<file path="config.mk">
export PLATFORM = sky130hd
export DESIGN_NAME = market_order_depth_sweep
export DESIGN_NICKNAME = d
export VERILOG_FILES = /design/src/mds_pkg.sv /design/src/market_order_depth_sweep.sv /design/src/mds_mul.sv /design/src/mds_div.sv
export SDC_FILE = /design/constraint.sdc
export NUM_CORES = 2
export LEC_CHECK = 0
export ABC_AREA = 1
export BUFFER_PORTS_ARGS = -buffer_cell sky130_fd_sc_hd__buf_2
export CORE_MARGIN = 2
export CORE_UTILIZATION = 35
export CTS_BUF_LIST = sky130_fd_sc_hd__clkbuf_2
export DETAILED_ROUTE_END_ITERATION = 10
export PLACE_DENSITY = 0.62
export SLEW_MARGIN = 15
export SYNTH_ARGS = -nofsm -noshare
export SYNTH_HDL_FRONTEND = slang
export SYNTH_SLANG_ARGS = --single-unit
</file>
<file path="constraint.sdc">
create_clock -name i_clk -period 30.9 [get_ports i_clk]
set_input_delay 6.18 -clock i_clk [delete_from_list [all_inputs] [get_ports i_clk]]
set_output_delay 6.18 -clock i_clk [all_outputs]
set_load 0.05 [all_outputs]
</file>
<file path="src/mds_pkg.sv">
`default_nettype none

package mds_pkg;

    typedef logic [1:0]  t_cmd;
    typedef logic [1:0]  t_status;
    typedef logic [19:0] t_ppm;
    typedef logic [30:0] t_qty;
    typedef logic [62:0] t_time;
    typedef logic [61:0] t_fee;

    localparam t_cmd CMD_BEGIN = 2'd0;
    localparam t_cmd CMD_LEVEL = 2'd1;
    localparam t_cmd CMD_END   = 2'd2;

    localparam t_status ST_REJECTED = 2'd0;
    localparam t_status ST_FILLED   = 2'd1;
    localparam t_status ST_CANCELED = 2'd2;

    localparam logic REC_FILL   = 1'b0;
    localparam logic REC_STATUS = 1'b1;
    localparam logic KIND_LIMIT = 1'b1;

    // fee = floor((notional * rate + half) / denom)
    localparam t_ppm PPM_DENOM  = 20'd1000000;
    localparam t_ppm HALF_DENOM = 20'd500000;

    localparam int QTY_W     = 31;
    localparam int PROD_W    = 2 * QTY_W;
    localparam int ACC_W     = 82;
    localparam int DIV_RADIX = 4;
    localparam int DIV_W     = ((ACC_W + DIV_RADIX - 1) / DIV_RADIX) * DIV_RADIX;
    localparam int DIV_STEPS = DIV_W / DIV_RADIX;
    localparam int DIV_CNT_W = $clog2(DIV_STEPS);

endpackage

`default_nettype wire

</file>
<file path="src/market_order_depth_sweep.sv">
`default_nettype none

// Channel   Direction  Handshake               Payload
// request   in         i_in_valid / o_in_stall i_command .. i_level_quantity
// record    out        o_out_valid/i_out_stall o_record_kind .. o_left_quantity
// config    in         i_cfg_we                i_cfg_wdata (fee_rate_ppm)
//
// One request at a time. A level that fills passes through the shared 31x31
// multiplier (price*qty, then notional*rate in two halves) and then through
// the radix-16 divider by one million.
// Active order end and limit reject go to the emit state; others stay idle.
// Synchronous active-low reset clears all order state and the fee rate.
// A new request may be taken while the last record still waits on i_out_stall;
// the block then holds the next record until the output register frees up.
module market_order_depth_sweep import mds_pkg::*; (
    input  wire logic        i_clk,
    input  wire logic        i_rst_n,
    // request channel
    input  wire logic        i_in_valid,
    output logic             o_in_stall,
    input  wire t_cmd        i_command,
    input  wire logic [31:0] i_order_id,
    input  wire logic        i_order_side,
    input  wire logic        i_order_kind,
    input  wire t_qty        i_order_quantity,
    input  wire t_time       i_arrival_time,
    input  wire t_qty        i_level_price,
    input  wire t_qty        i_level_quantity,
    // record channel
    output logic             o_out_valid,
    input  wire logic        i_out_stall,
    output logic             o_record_kind,
    output logic [31:0]      o_out_order_id,
    output logic             o_out_side,
    output t_qty             o_fill_price,
    output t_qty             o_fill_quantity,
    output t_time            o_fill_time,
    output t_time            o_fill_sequence,
    output t_fee             o_fee_amount,
    output t_status          o_final_status,
    output t_qty             o_left_quantity,
    // fee rate register
    input  wire logic        i_cfg_we,
    input  wire t_ppm        i_cfg_wdata
);

    localparam logic [2:0] S_IDLE = 3'd0;
    localparam logic [2:0] S_M0   = 3'd1;  // price * qty
    localparam logic [2:0] S_M1   = 3'd2;  // low half of notional * rate
    localparam logic [2:0] S_M2   = 3'd3;  // high half of notional * rate
    localparam logic [2:0] S_M3   = 3'd4;  // sum and start divider
    localparam logic [2:0] S_DIV  = 3'd5;
    localparam logic [2:0] S_EMIT = 3'd6;

    logic [2:0]  r_state;
    t_ppm        r_rate;

    // order state
    logic        r_active;
    logic [31:0] r_held_id;
    logic        r_held_side;
    t_time       r_held_arrival;
    t_qty        r_remaining;
    logic        r_any_filled;
    t_time       r_seq;

    // pending record
    logic        r_pkind;
    logic [31:0] r_pid;
    logic        r_pside;
    t_status     r_pstat;
    t_qty        r_pleft;
    t_qty        r_price;
    t_qty        r_fq;

    // fee datapath
    t_qty        r_nhi;
    logic [ACC_W-1:0] r_acc;
    t_qty        mul_a;
    t_qty        mul_b;
    logic [PROD_W-1:0] prod;
    logic        div_start;
    logic        div_done;
    t_fee        div_q;
    logic [ACC_W-1:0] div_dvd;

    // output register
    logic        r_ov;
    logic        r_okind;
    logic [31:0] r_oid;
    logic        r_oside;
    t_qty        r_oprice;
    t_qty        r_oqty;
    t_time       r_otime;
    t_time       r_oseq;
    t_fee        r_ofee;
    t_status     r_ostat;
    t_qty        r_oleft;

    logic        acc_in;
    logic        slot_free;
    logic        emit;
    logic        is_fill;
    t_qty        fq;

    assign acc_in    = i_in_valid && (r_state == S_IDLE);
    assign slot_free = !r_ov || !i_out_stall;
    assign emit      = (r_state == S_EMIT) && slot_free;
    assign is_fill   = (r_pkind == REC_FILL);
    assign fq        = (r_remaining < i_level_quantity) ? r_remaining : i_level_quantity;

    // operand select for the shared multiplier
    always_comb begin
        unique case (r_state)
            S_M1: begin
                mul_a = prod[QTY_W-1:0];
                mul_b = QTY_W'(r_rate);
            end
            S_M2: begin
                mul_a = r_nhi;
                mul_b = QTY_W'(r_rate);
            end
            default: begin
                mul_a = r_price;
                mul_b = r_fq;
            end
        endcase
    end

    mds_mul u_mul (
        .i_clk (i_clk),
        .i_a   (mul_a),
        .i_b   (mul_b),
        .o_p   (prod)
    );

    // notional*rate = lo + (hi << 31); half denominator folded in for rounding
    assign div_start = (r_state == S_M3);
    assign div_dvd   = r_acc + {prod[50:0], 31'b0};

    mds_div u_div (
        .i_clk      (i_clk),
        .i_rst_n    (i_rst_n),
        .i_start    (div_start),
        .i_dividend (div_dvd),
        .o_done     (div_done),
        .o_quotient (div_q)
    );

    always_ff @(posedge i_clk) begin
        if (r_state == S_M1) begin
            r_nhi <= prod[PROD_W-1:QTY_W];
        end
        if (r_state == S_M2) begin
            r_acc <= ACC_W'(prod[50:0]) + ACC_W'(HALF_DENOM);
        end
    end

    // sequencer and order state
    always_ff @(posedge i_clk) begin
        if (!i_rst_n) begin
            r_state        <= S_IDLE;
            r_rate         <= '0;
            r_active       <= 1'b0;
            r_held_id      <= '0;
            r_held_side    <= 1'b0;
            r_held_arrival <= '0;
            r_remaining    <= '0;
            r_any_filled   <= 1'b0;
            r_seq          <= '0;
        end else begin
            if (i_cfg_we) begin
                r_rate <= (i_cfg_wdata > PPM_DENOM) ? PPM_DENOM : i_cfg_wdata;
            end
            unique case (r_state)
                S_IDLE: begin
                    if (acc_in) begin
                        unique case (i_command)
                            CMD_BEGIN: begin
                                if (i_order_kind == KIND_LIMIT) begin
                                    r_active <= 1'b0;
                                    r_state  <= S_EMIT;
                                end else begin
                                    r_active       <= 1'b1;
                                    r_held_id      <= i_order_id;
                                    r_held_side    <= i_order_side;
                                    r_held_arrival <= i_arrival_time;
                                    r_remaining    <= i_order_quantity;
                                    r_any_filled   <= 1'b0;
                                end
                            end
                            CMD_LEVEL: begin
                                if (r_active && i_level_quantity != '0
                                        && r_remaining != '0) begin
                                    r_remaining  <= r_remaining - fq;
                                    r_any_filled <= 1'b1;
                                    r_state      <= S_M0;
                                end
                            end
                            CMD_END: begin
                                if (r_active) begin
                                    r_active <= 1'b0;
                                    r_state  <= S_EMIT;
                                end
                            end
                            default: ;
                        endcase
                    end
                end
                S_M0:  r_state <= S_M1;
                S_M1:  r_state <= S_M2;
                S_M2:  r_state <= S_M3;
                S_M3:  r_state <= S_DIV;
                S_DIV: begin
                    if (div_done) begin
                        r_state <= S_EMIT;
                    end
                end
                S_EMIT: begin
                    if (slot_free) begin
                        r_state <= S_IDLE;
                        if (is_fill) begin
                            r_seq <= r_seq + 1'b1;
                        end
                    end
                end
                default: r_state <= S_IDLE;
            endcase
        end
    end

    // pending record payload
    always_ff @(posedge i_clk) begin
        if (acc_in) begin
            unique case (i_command)
                CMD_BEGIN: begin
                    r_pkind <= REC_STATUS;
                    r_pid   <= i_order_id;
                    r_pside <= i_order_side;
                    r_pstat <= ST_REJECTED;
                    r_pleft <= i_order_quantity;
                end
                CMD_LEVEL: begin
                    r_pkind <= REC_FILL;
                    r_pid   <= r_held_id;
                    r_pside <= r_held_side;
                    r_price <= i_level_price;
                    r_fq    <= fq;
                end
                CMD_END: begin
                    r_pkind <= REC_STATUS;
                    r_pid   <= r_held_id;
                    r_pside <= r_held_side;
                    r_pleft <= r_remaining;
                    if (!r_any_filled) begin
                        r_pstat <= ST_REJECTED;
                    end else if (r_remaining == '0) begin
                        r_pstat <= ST_FILLED;
                    end else begin
                        r_pstat <= ST_CANCELED;
                    end
                end
                default: ;
            endcase
        end
    end

    // output register
    always_ff @(posedge i_clk) begin
        if (!i_rst_n) begin
            r_ov <= 1'b0;
        end else if (emit) begin
            r_ov <= 1'b1;
        end else if (!i_out_stall) begin
            r_ov <= 1'b0;
        end
    end

    always_ff @(posedge i_clk) begin
        if (emit) begin
            r_okind  <= r_pkind;
            r_oid    <= r_pid;
            r_oside  <= r_pside;
            r_oprice <= is_fill ? r_price : '0;
            r_oqty   <= is_fill ? r_fq : '0;
            r_otime  <= is_fill ? r_held_arrival : '0;
            r_oseq   <= is_fill ? r_seq : '0;
            r_ofee   <= is_fill ? div_q : '0;
            r_ostat  <= is_fill ? ST_REJECTED : r_pstat;
            r_oleft  <= is_fill ? '0 : r_pleft;
        end
    end

    assign o_in_stall      = (r_state != S_IDLE);
    assign o_out_valid     = r_ov;
    assign o_record_kind   = r_okind;
    assign o_out_order_id  = r_oid;
    assign o_out_side      = r_oside;
    assign o_fill_price    = r_oprice;
    assign o_fill_quantity = r_oqty;
    assign o_fill_time     = r_otime;
    assign o_fill_sequence = r_oseq;
    assign o_fee_amount    = r_ofee;
    assign o_final_status  = r_ostat;
    assign o_left_quantity = r_oleft;

endmodule

`default_nettype wire

</file>
<file path="src/mds_mul.sv">
`default_nettype none

// Shared 31x31 multiplier, product registered.
module mds_mul import mds_pkg::*; (
    input  wire logic              i_clk,
    input  wire logic [QTY_W-1:0]  i_a,
    input  wire logic [QTY_W-1:0]  i_b,
    output logic      [PROD_W-1:0] o_p
);

    logic [PROD_W-1:0] r_p;

    always_ff @(posedge i_clk) begin
        r_p <= PROD_W'(i_a) * PROD_W'(i_b);
    end

    assign o_p = r_p;

endmodule

`default_nettype wire

</file>
<file path="src/mds_div.sv">
`default_nettype none

// Division by the ppm denominator, radix-16 restoring.
module mds_div import mds_pkg::*; (
    input  wire logic             i_clk,
    input  wire logic             i_rst_n,
    input  wire logic             i_start,
    input  wire logic [ACC_W-1:0] i_dividend,
    output logic                  o_done,
    output t_fee                  o_quotient
);

    logic                 r_busy;
    logic                 r_done;
    logic [DIV_CNT_W-1:0] r_cnt;
    logic [DIV_W-1:0]     r_shift;
    t_ppm                 r_rem;
    logic [DIV_W-1:0]     n_shift;
    t_ppm                 n_rem;

    always_comb begin
        logic [20:0] t;
        logic        q;
        n_shift = r_shift;
        n_rem   = r_rem;
        for (int i = 0; i < DIV_RADIX; i++) begin
            t       = {n_rem, n_shift[DIV_W-1]};
            q       = (t >= {1'b0, PPM_DENOM});
            n_rem   = q ? 20'(t - {1'b0, PPM_DENOM}) : t[19:0];
            n_shift = {n_shift[DIV_W-2:0], q};
        end
    end

    always_ff @(posedge i_clk) begin
        if (!i_rst_n) begin
            r_busy <= 1'b0;
            r_done <= 1'b0;
            r_cnt  <= '0;
        end else begin
            r_done <= 1'b0;
            if (i_start) begin
                r_busy <= 1'b1;
                r_cnt  <= DIV_CNT_W'(DIV_STEPS - 1);
            end else if (r_busy) begin
                r_cnt <= r_cnt - 1'b1;
                if (r_cnt == '0) begin
                    r_busy <= 1'b0;
                    r_done <= 1'b1;
                end
            end
        end
    end

    always_ff @(posedge i_clk) begin
        if (i_start) begin
            r_shift <= DIV_W'(i_dividend);
            r_rem   <= '0;
        end else if (r_busy) begin
            r_shift <= n_shift;
            r_rem   <= n_rem;
        end
    end

    assign o_done     = r_done;
    assign o_quotient = r_shift[61:0];

endmodule

`default_nettype wire
</file>
Word-level counts from Yosys, hierarchy flattened
Cells that the tools add are included.
- bits in registers: 948
- word-level logic and storage cells: 149
- output and inout bits: 319
- reduce and logical (&&, ||, !) cells: 33
- order comparisons: 6
- $mul: 1
- muxes and demuxes: 41
- equality and inequality tests: 18
- bitwise logic cells: 4
- add/sub/neg operators: 9
- operators with widths (operator ; count):
    31-bit case mux with 2 select lines ; 3
    82-bit 2-to-1 mux ; 2
    31-bit 2-to-1 mux ; 4
    20-bit 2-to-1 mux ; 5
    21-bit by 20-bit greater-or-equal comparator with 1-bit output (second input constant) ; 4
    82-bit adder ; 1
    20-bit subtractor (second input constant) ; 4
    32-bit case mux with 2 select lines ; 1
    63-bit by 1-bit adder with 63-bit output (second input constant) ; 1
    31-bit by 31-bit multiplier with 62-bit output ; 1
    31-bit nonzero test ; 2
    51-bit by 19-bit adder with 52-bit output (second input constant) ; 1
    31-bit logical NOT ; 1
    31-bit < comparator ; 1
    31-bit subtractor ; 1
    3-bit case mux with 7 select lines ; 1
    20-bit greater-than comparator (second input constant) ; 1
    3-bit 2-to-1 mux ; 6
    5-bit 2-to-1 mux ; 2
    2-bit nonzero test ; 5
    3-bit == test (second input constant) ; 3
    1-bit 2-to-1 mux ; 9
    3-bit inequality test (second input constant) ; 3
    3-bit case mux with 3 select lines ; 1
    26 further kinds ; 49

Logic depth before layout (Yosys ltp)
- word-level depth: 9
- depth in mapped cells: 44
- mapped depth without buffers: 43

Modules after synthesis
From an unflattened synthesis, not the netlist that was laid out.
- cells, all modules: 9275
- area, all modules: 76259.4 um^2
- modules (own cells, without submodules) (module ; seq. area each (um^2) ; area each (um^2) ; cells an instance ; times used):
    mds_mul ; 1241.2 ; 35042.4 ; 4662 ; 1
    market_order_depth_sweep ; 20209.4 ; 33887.5 ; 3596 ; 1
    mds_div ; 3042.9 ; 7329.5 ; 1017 ; 1

Least setup slack after synthesis
Ideal clock, no wire load.
- path type: input-to-reg
- start: input port i_out_stall
- end: register r_seq[61]
- arrival: 27451 ps
- data required time: 30842 ps
- cell stages on the path: 20
- slack: 3391 ps
- path buffers: 0
- cell sequence: a21oi_1 > nand2_1 > inv_1 > nand3_1 > nor2_1 > nand3_1 > nor2_1 > nand2_1 > nor2_1 > nand3_1 > nor2_1 > nand3_1 > nor2_1 > nand4_1 > nor3_1 > nand2_1 > nor4_1 > nand3_1 > a21oi_1 > o21a_1
- cells in the longest elaborated chain, start to end: 3
- RTL lines (what ; RTL line ; RTL):
    start, declared ; market_order_depth_sweep.sv:31 ; input wire logic i_out_stall,
    1-bit logical NOT ; n/a ;
    1-bit logical OR ; market_order_depth_sweep.sv:107 ; assign slot_free = !r_ov || !i_out_stall;
    3-bit AND reduction (no line) ; n/a ;
    end signal, assigned ; market_order_depth_sweep.sv:223 ; r_seq <= r_seq + 1'b1;
    end, declared ; market_order_depth_sweep.sv:65 ; t_time r_seq;
No other way between the ends.
A chain may end at the register's enable or synchronous reset.

Final worst setup path
- start: register r_state[0]
- end: register u_mul.r_p[55], in the netlist u_mul.o_p[55]
- cells in the longest elaborated chain, start to end: 4
- elaborated cells between the ends (all ways): 6
- RTL lines (what ; RTL line ; RTL):
    start, declared ; market_order_depth_sweep.sv:55 ; logic [2:0] r_state;
    start signal, assigned ; market_order_depth_sweep.sv:162 ; r_state <= S_IDLE;
    start signal, assigned ; market_order_depth_sweep.sv:182 ; r_state <= S_EMIT;
    start signal, assigned ; market_order_depth_sweep.sv:197 ; r_state <= S_M0;
    3-bit by 2-bit == test with 1-bit output ; market_order_depth_sweep.sv:114 ; unique case (r_state)
    2-bit OR reduction (no line) ; n/a ;
    31-bit 2-to-1 mux ; market_order_depth_sweep.sv:114 ;
    31-bit by 31-bit multiplier with 62-bit output (*) ; mds_mul.sv:14 ; r_p <= PROD_W'(i_a) * PROD_W'(i_b);
    end signal, assigned ; mds_mul.sv:14 ;
    end, declared ; mds_mul.sv:11 ; logic [PROD_W-1:0] r_p;
Mark *: on every way between the ends. The rest lies on a longest branch, timed or not.

==> qor.csv <==
stage;metric;value;unit
grt;pin count of the biggest net entering global routing;184;
timing;setup TNS;0;ps
routing;DRT iter0 DRCs;5275;
routing;met1 WL;97300;um
clock_network;clk_lat worst skew;1780;ps
synthesis;Cell Area, Synth;70500;sq um
final_layout;Filler cells;20300;
routing;average wire per standard cell;21.7;um
critical_path;Crit path required time;32520;ps
clock_network;Root Driver;clkbuf_2;
critical_path;most used cell, CP;inv_1;
min_path;Hold Path Class;reg2reg;
floorplanning;std cell rows;164;
synthesis;Ys Warns;0;
floorplanning;initial core utilization;35.2;%
grt;initial antenna violation count;33;
critical_path;R2R setup slack;19780;ps
min_path;Min-Delay Path Depth;0;
synthesis;Synth async-reset ratio;0;%
synthesis;Syn Inst Count;7826;
synthesis;EDFF count, synth;611;
critical_path;crit path DAT;12740;ps
synthesis;Avg Cell Area, Syn;9.01;sq um
final_layout;nets@finish;9837;
grt;first-pass GRT wire length;365000;um
min_path;worst hold path endpoint;o_out_order_id[24]$_DFFE_PP_;
placement;Placer Congestion;0.985;
min_path;worst min-delay path startpoint;r_pid[24]$_DFFE_PP_;
synthesis;Main synth FF type;edfxtp_1;
critical_path;CP max stage delay;750;ps
clock_network;Num CTS Buffers;232;
timing;Worst slew margin;10.1;%
floorplanning;Die Width;453;um
synthesis;Synthesized Nets;9231;
synthesis;sequential share of the synthesized area;34.7;%
critical_path;r2r startpoint;r_state[0]$_SDFFE_PN0P_;
final_layout;Syn-to-layout area delta;11.6;%
synthesis;synthesized flop and latch total;918;
critical_path;critical path class;reg2reg;
floorplanning;die area;205000;sq um
grt;GRT Util Overall;23.8;%
run_status;outcome;completed;
clock_network;postcts setup bufs;0;
critical_path;Slowest cell on crit path;nor2_1;
routing;Remaining DRCs;0;
clock_network;H-tree depth;4;
critical_path;startpoint types;register;
final_layout;layout cell share with drive strength beyond 1;12.9;%
timing;Period minus WS final;11120;ps
clock_network;CTS Hold Bufs;0;
routing;met2 WL;113000;um
timing;RSZ-0062 raised after global routing;false;
routing;WL met3;19100;um
timing;Layout Skew;159;ps
placement;IO Port Bufs;535;
timing;Max Freq;89.9;MHz
placement;DP Wirelength;195000;um
floorplanning;core box area;200000;sq um
clock_network;Reg clk slew, reported paths;110;ps
timing;Least-Margin Pin Slew;1350;ps
clock_network;clock tree sinks;918;
critical_path;CP max FO;43;
synthesis;Unique masters post-synth;56;
timing;part of the cycle the worst path needs;36.0;%
clock_network;Max Root-Sink Buffers;3;
critical_path;R2R depth;41;
floorplanning;die height;453;um
routing;1st-pass router iterations;7;
timing;# setup viols final;0;
grt;remaining global-route overflow;0;
critical_path;RR Endpoint;u_mul.o_p[55]$_DFF_P_;
routing;routed via count;57000;
routing;Vias per Instance;5.04;
timing;Final Hold Viols;0;
run;max cap viols;0;
clock_network;CTS tree;built;
floorplanning;top-level I/O count;536;
clock_network;post-cts resize count;0;
routing;WL final;245000;um
grt;vias in the first global route;58000;
timing;fin. max-slew vios;0;
routing;DRT antenna net count;0;
critical_path;CP Capture Type;register;
routing;highest routed metal layer;met5;
[cells in the final DEF, fill, tap and decap left out, types with 5 or more instances in the layout]
cell type,n
diode_2,26
dfxtp_1,307
a211oi_1,5
a221oi_2,18
clkinv_2,25
nor3_1,82
o21ai_0,410
o21bai_1,12
a31oi_1,24
o211ai_1,7
nor2_1,1048
nand4_1,52
edfxtp_1,611
o21ai_2,5
a21boi_0,9
clkinv_1,76
inv_2,14
clkbuf_2,338
nand3_1,122
a22oi_1,12
o21ai_1,19
nand2_2,22
inv_1,1589
buf_2,534
o221ai_1,9
xor2_1,147
o21a_1,13
fa_1,839
nor4_1,45
ha_1,348
a21oi_1,385
nor2_2,12
nor2_4,7
buf_4,100
xnor2_1,58
o31ai_1,6
nand2_1,1263
[critical path, delay by kind of cell, from the launching register on]
family	cells	cell delay, ps
XOR/XNOR	1	140
AO/OA/AOI/OAI	13	3390
buffers and inverters	10	1640
AND/OR/NAND/NOR	9	1930
adder cells (fa/ha/maj)	8	3480
flip-flops	1	340
[cells in the mapped netlist, types with 13 or more instances]
cell	count	area [sq um]
a21oi_1	387	1940
a221oi_1	22	193
a31oi_1	24	150
clkbuf_1	241	905
clkinv_1	14	52.6
dfxtp_1	307	6150
edfxtp_1	611	18300
fa_1	839	16800
ha_1	349	4370
inv_1	1593	5980
nand2_1	1265	4750
nand2_2	21	131
nand3_1	122	611
nand4_1	52	325
nor2_1	1056	3960
nor3_1	83	415
nor4_1	45	282
o21a_1	13	97.6
o21ai_0	415	2080
o21ai_1	18	90.1
xnor2_1	58	508
xor2_1	147	1290
[metal layers]
metal / up-vias / track usage, %
met3: 685 / 4.82
li1: 25700 / -
met1: 28000 / 29.8
met2: 2605 / 38.0
met4: 10 / 14.0
met5: - / 0
[flip-flops by register name, indices dropped and copies added, names as in the netlist, 32 cells and up]
| register | cells |
|---|---|
| r_held_arrival | 63 |
| u_div.r_shift | 84 |
| r_acc | 52 |
| o_fill_time | 63 |
| o_fill_sequence | 63 |
| r_pid | 32 |
| r_seq | 63 |
| r_held_id | 32 |
| o_out_order_id | 32 |
| o_fee_amount | 62 |
| u_mul.o_p | 62 |
[cells by family after synthesis]
kind of cell,count (synthesis),share of synthesized area [%]
xor+xnor,206,2.57
buf+inv,1883,10.1
compound gates,955,7.29
simple gates,2676,15.3
flops,918,34.7
fa+ha+maj,1188,30.0
[per-stage QoR]
step / instance area [sq um] / cells / hold slack, ps / worst slack, ps / util (%)
floorplan: 70500 / 7826 / 386 / 3390 / -
global placement: 76400 / 10900 / 391 / 18870 / 38.2
detailed placement: 76400 / 10900 / 394 / 19030 / 38.2
CTS: 78700 / 11300 / 364 / 20000 / 39.3
global route: 78700 / 11300 / 338 / 19200 / 39.3
finish: 78700 / 11300 / 352 / 19780 / 39.4
[how the worst max path moves through the flow]
| stage | startpoint | to |
|---|---|---|
| final | r_state[0]$_SDFFE_PN0P_ | u_mul.o_p[55]$_DFF_P_ |
| after global routing | r_state[0]$_SDFFE_PN0P_ | u_mul.o_p[55]$_DFF_P_ |
| after CTS | r_state[0]$_SDFFE_PN0P_ | u_mul.o_p[55]$_DFF_P_ |
| after detailed placement | i_level_quantity[2] | r_remaining[29]$_SDFFE_PN0P_ |
| after global placement | i_level_quantity[2] | r_remaining[29]$_SDFFE_PN0P_ |
| after floorplan | i_out_stall | r_seq[61]$_SDFFE_PN0P_ |
[final cells by class]
class / count / area, sq um / share of cell area (%)
clock inverters: 99 / 529 / 0.672
repair buffers: 636 / 3460 / 4.40
clock buffers: 338 / 1690 / 2.15
diodes: 26 / 65.1 / 0.0826
flip-flops and latches: 918 / 24500 / 31.1
well taps: 2656 / 3320 / 4.22
inverters: 1619 / 6080 / 7.72
multi-input cells: 5025 / 39100 / 49.6
Power is left out: the tool's default activity adds up to more than one toggle a clock period on the data nets, which glitch-free logic cannot reach.
